## config.mk

```make
export PLATFORM = sky130hd
export DESIGN_NAME = jlcbf_margin
export DESIGN_NICKNAME = d
export VERILOG_FILES = /design/src/rtl/core/jlcbf_pkg.sv /design/src/rtl/core/jlcbf_margin.sv
export SDC_FILE = /design/constraint.sdc
export NUM_CORES = 1
export LEC_CHECK = 0
export BUFFER_PORTS_ARGS = -buffer_cell sky130_fd_sc_hd__buf_2
export CORE_ASPECT_RATIO = 2
export CORE_MARGIN = 5
export CORE_UTILIZATION = 51
export DETAILED_ROUTE_END_ITERATION = 10
export HOLD_SLACK_MARGIN = 0.12
export PLACE_DENSITY = 0.69
export SLEW_MARGIN = 20
export SYNTH_ARGS = -nofsm -noshare
export SYNTH_HDL_FRONTEND = slang
export SYNTH_SLANG_ARGS = --single-unit
```

## constraint.sdc

```tcl
create_clock -name clk -period 5.2 [get_ports clk]
set_input_delay 0.26 -clock clk [delete_from_list [all_inputs] [get_ports clk]]
set_output_delay 0.26 -clock clk [all_outputs]
set_load 0.05 [all_outputs]
```

## src/rtl/core/jlcbf_pkg.sv

```systemverilog
// Types and constants shared by the joint-limit barrier feasibility block.
package jlcbf_pkg;

  localparam int FRAC_BITS       = 16;
  localparam int DIST_CFG_WIDTH  = 31;
  localparam int GAIN_WIDTH      = 24;
  localparam int CFG_DATA_WIDTH  = 31;
  localparam int CFG_INDEX_WIDTH = 2;

  localparam logic [GAIN_WIDTH-1:0] GAIN_RESET = 24'd65536;

  typedef enum logic [CFG_INDEX_WIDTH-1:0] {
    REG_SAFE_MARGIN = 2'd0,
    REG_BAND_REACH  = 2'd1,
    REG_GAIN_LOWER  = 2'd2,
    REG_GAIN_UPPER  = 2'd3
  } cfg_reg_t;

  // Per-joint decisions carried down the pipeline.
  typedef struct packed {
    logic checked;
    logic lower_active;
    logic upper_active;
  } joint_flags_t;

endpackage

```

## src/rtl/core/jlcbf_margin.sv

```systemverilog
// Safe-band and influence-band test with registered distances to both safe edges.
module jlcbf_margin #(
  parameter int VALUE_WIDTH = 32,
  parameter int DIST_WIDTH  = 34
) (
  input  logic                                       clk,
  input  logic signed [VALUE_WIDTH-1:0]              joint_position,
  input  logic signed [VALUE_WIDTH-1:0]              position_min,
  input  logic signed [VALUE_WIDTH-1:0]              position_max,
  input  logic        [jlcbf_pkg::DIST_CFG_WIDTH-1:0] safe_margin,
  input  logic        [jlcbf_pkg::DIST_CFG_WIDTH-1:0] band_reach,
  output logic signed [DIST_WIDTH-1:0]               dist_lower_r,
  output logic signed [DIST_WIDTH-1:0]               dist_upper_r,
  output jlcbf_pkg::joint_flags_t                    flags_r
);

  logic signed [DIST_WIDTH-1:0] q_e, pmin_e, pmax_e, sd_e, id_e;
  logic signed [DIST_WIDTH-1:0] low_safe, up_safe;
  logic signed [DIST_WIDTH-1:0] dist_lower_nxt, dist_upper_nxt;
  jlcbf_pkg::joint_flags_t      flags_nxt;

  always_comb begin
    q_e    = DIST_WIDTH'(joint_position);
    pmin_e = DIST_WIDTH'(position_min);
    pmax_e = DIST_WIDTH'(position_max);
    sd_e   = DIST_WIDTH'($unsigned(safe_margin));
    id_e   = DIST_WIDTH'($unsigned(band_reach));

    low_safe = pmin_e + sd_e;
    up_safe  = pmax_e - sd_e;

    flags_nxt.checked      = (pmin_e < pmax_e) && (low_safe < up_safe);
    flags_nxt.lower_active = flags_nxt.checked && (q_e <= pmin_e + id_e);
    flags_nxt.upper_active = flags_nxt.checked && (q_e >= pmax_e - id_e);

    dist_lower_nxt = low_safe - q_e;
    dist_upper_nxt = up_safe - q_e;
  end

  always_ff @(posedge clk) begin
    dist_lower_r <= dist_lower_nxt;
    dist_upper_r <= dist_upper_nxt;
    flags_r      <= flags_nxt;
  end

endmodule

```

==> results.yml <==
yosys:
  seq_area_frac_synth_pct: 10.4
  syn-instance-count: 1764
  yosys-top-cells-count: "ha_1 (318), inv_1 (228), a21oi_1 (175), a21o_1 (123), xnor2_1 (110)"
  synthTopCellsByArea: "ha_1 (29%), dfxtp_1 (10%), xnor2_1 (7.1%)"
  dominantRegCellSynth: "dfxtp_1"
  synth_nets: 2247
  syn-cell-area_mm2: 0.0136
  async_flop_share_pct: 0
  syn_area_per_cell_um2: 7.73
  synth_cell_type_count: 70
  yosysTopAreaCellShare_pct: 29.2
  synth.most_common_cell: "ha_1"
  yosysWarnings: 0
  synth_area_leader_cell: "ha_1"
  synth_edf_count: 0
  synth-seq-cells: 71
critical_path:
  crit_arrival_ps: 5110
  cp-endpoint: "flags_r[0]"
  cp_common_cell: "a21o_1"
  cp_num_buf_inv: 4
  cpLargestDelayFamily: "compound AO/OA/AOI/OAI gates"
  cp-end-kind: "register"
  crit_type: "in2reg"
  critPathRequiredTime_ps: 5460
  cpPeakStageDelay_ps: 400
  path_max_fanout: 3
  cp-startpoint: "position_max[0]"
  cp_num_cells: 26
  cp_slowest_cell: "fa_1"
  cp-start-kind: "input port"
routing:
  drt_iter0_markers: 606
  vias: 13900
  ant_nets: 0
  firstDrtPassIters: 7
  wire_per_inst_um: 20.7
  routed_via_density: 5.88
  routed_wirelength_um: 48900
  drc: 0
die:
  dieArea_mm2: 0.0303
  die_h_um: 241
  rows: 84
  pin_count: 230
  die_x_um: 126
  start_util_pct: 51.7
  core_mm2: 0.0264
grt:
  grt_pass1_wl_um: 72900
  grt_usage_pct: 31.0
  overflow: 0
  grt_max_degree: 13
  antenna_found_initial: 2
  grt_pass1_vias: 14300
timing:
  tightestPinTransition_ps: 686
  slew_violations: 0
  relSlewSlack_pct: 53.1
  finalHoldViolCount: 0
  timing.fmax_mhz: 206
  finalSetupViolCount: 0
  rsz0062_at_grt: "no"
  whs_ps: 283
  period_needed_ps: 4850
  fin_crit_sh_pct: 93.3
clock_network:
  root_buffer: "clkbuf_16"
  clkTransAtPathRegs_ps: 70
  cts_resized: 0
  cts_hold_buf: 0
  clockBufferDepth: 2
  cts_tree: "done"
  htree_levels: 3
  cts_sinks: 71
  cts_buffers: 9
  cts_setup_buffers: 0
pwr:
  ir_drop_mv: 0.598
  p_per_area_mw_per_mm2: 354
  power.leakage_nw: 8.48
placed_design:
  dp_hpwl_um: 43900
  gp_congestion: 0.991
  dp_cells: 2346
  io_buffers: 229
final_layout:
  fin_cells: 2364
  drive_gt1_share_pct: 14.1
  area_growth_pct: 15.0
  nNetsFinal: 2496
hold_path:
  hp-class: "in2reg"
job:
  drv_cap: 0
status:
  status: "complete, no violations"
==> per-stage QoR <==
step / setup TNS (ps) / util [%] / cell area, um^2 / setup slack (ps) / total power, mW
global placement: 0 / 58.0 / 15300 / 15.5 / 4.73
global route: 0 / 59.5 / 15700 / 6.25 / 5.93
floorplan: 0 / - / 13600 / 591 / 3.76
finish: 0 / 59.5 / 15700 / 351 / 5.56
detailed placement: -19.0 / 58.0 / 15300 / -19.0 / 4.77
CTS: 0 / 59.4 / 15700 / 301 / 5.57
==> registers in the layout, indices dropped and copies added (netlist names) <==
signal / cells
dist_lower_r: 34
dist_upper_r: 34
flags_r: 3
==> report_power, final <==
group / total (mW) / switching [mW] / internal, mW
Clock: 0.773 / 0.242 / 0.531
Combinational: 3.91 / 2.58 / 1.34
Sequential: 0.872 / 0.0609 / 0.811
Total: 5.56 / 2.88 / 2.68
==> cells by family (layout without fill, tap and decap cells) <==
logic type	Yosys count	count (layout)	share of synthesized area (%)
XOR/XNOR	171	171	11.0
adder cells (fa/ha/maj)	325	325	30.1
AO/OA/AOI/OAI	579	579	27.6
other	0	2	0
multiplexers	2	2	0.156
buffers and inverters	233	487	6.41
flip-flops	71	71	10.4
AND/OR/NAND/NOR	383	383	14.3
==> cell usage in the layout (no fill, tap or decap), drive strengths merged, types with 28 or more instances in the layout <==
cell and n:
o21a 32, o21bai 30, nand3 31, xnor2 110, a21o 123, o21ai 96, inv 228, nand4 34
ha 318, xor2 61, buf 243, nand2b 28, nand2 77, a21oi 176, nor2 93, nor2b 28
dfxtp 71
==> how the worst min path moves through the flow <==
stage / start / to / slack [ps] / cells past startpoint
floorplan: joint_position[0] / dist_lower_r[0] / 440 / 2
finish: joint_position[0] / dist_upper_r[0] / 280 / 3
CTS: joint_position[0] / dist_upper_r[0] / 280 / 3
global route: joint_position[0] / dist_upper_r[0] / 290 / 3
detailed placement: joint_position[0] / dist_lower_r[0] / 650 / 3
global placement: joint_position[0] / dist_lower_r[0] / 650 / 3
==> metal layers <==
layer	wire [um]	vias up	global-route usage, %
met3	2090	217	3.99
met5	0	-	0
met2	26400	506	61.8
met4	5640	0	30.0
met1	14800	6278	25.1
li1	-	6889	-
==> layout make-up <==
type	count	area, um^2
flip-flops and latches	71	1420
clock buffers	11	243
clock inverters	5	129
inverters	228	856
diodes	2	5.00
repair buffers	243	1250
fillers	2552	10700
multi-input cells	1460	11400
well taps	344	430
No activity file was read; power rests on OpenSTA's default activity.
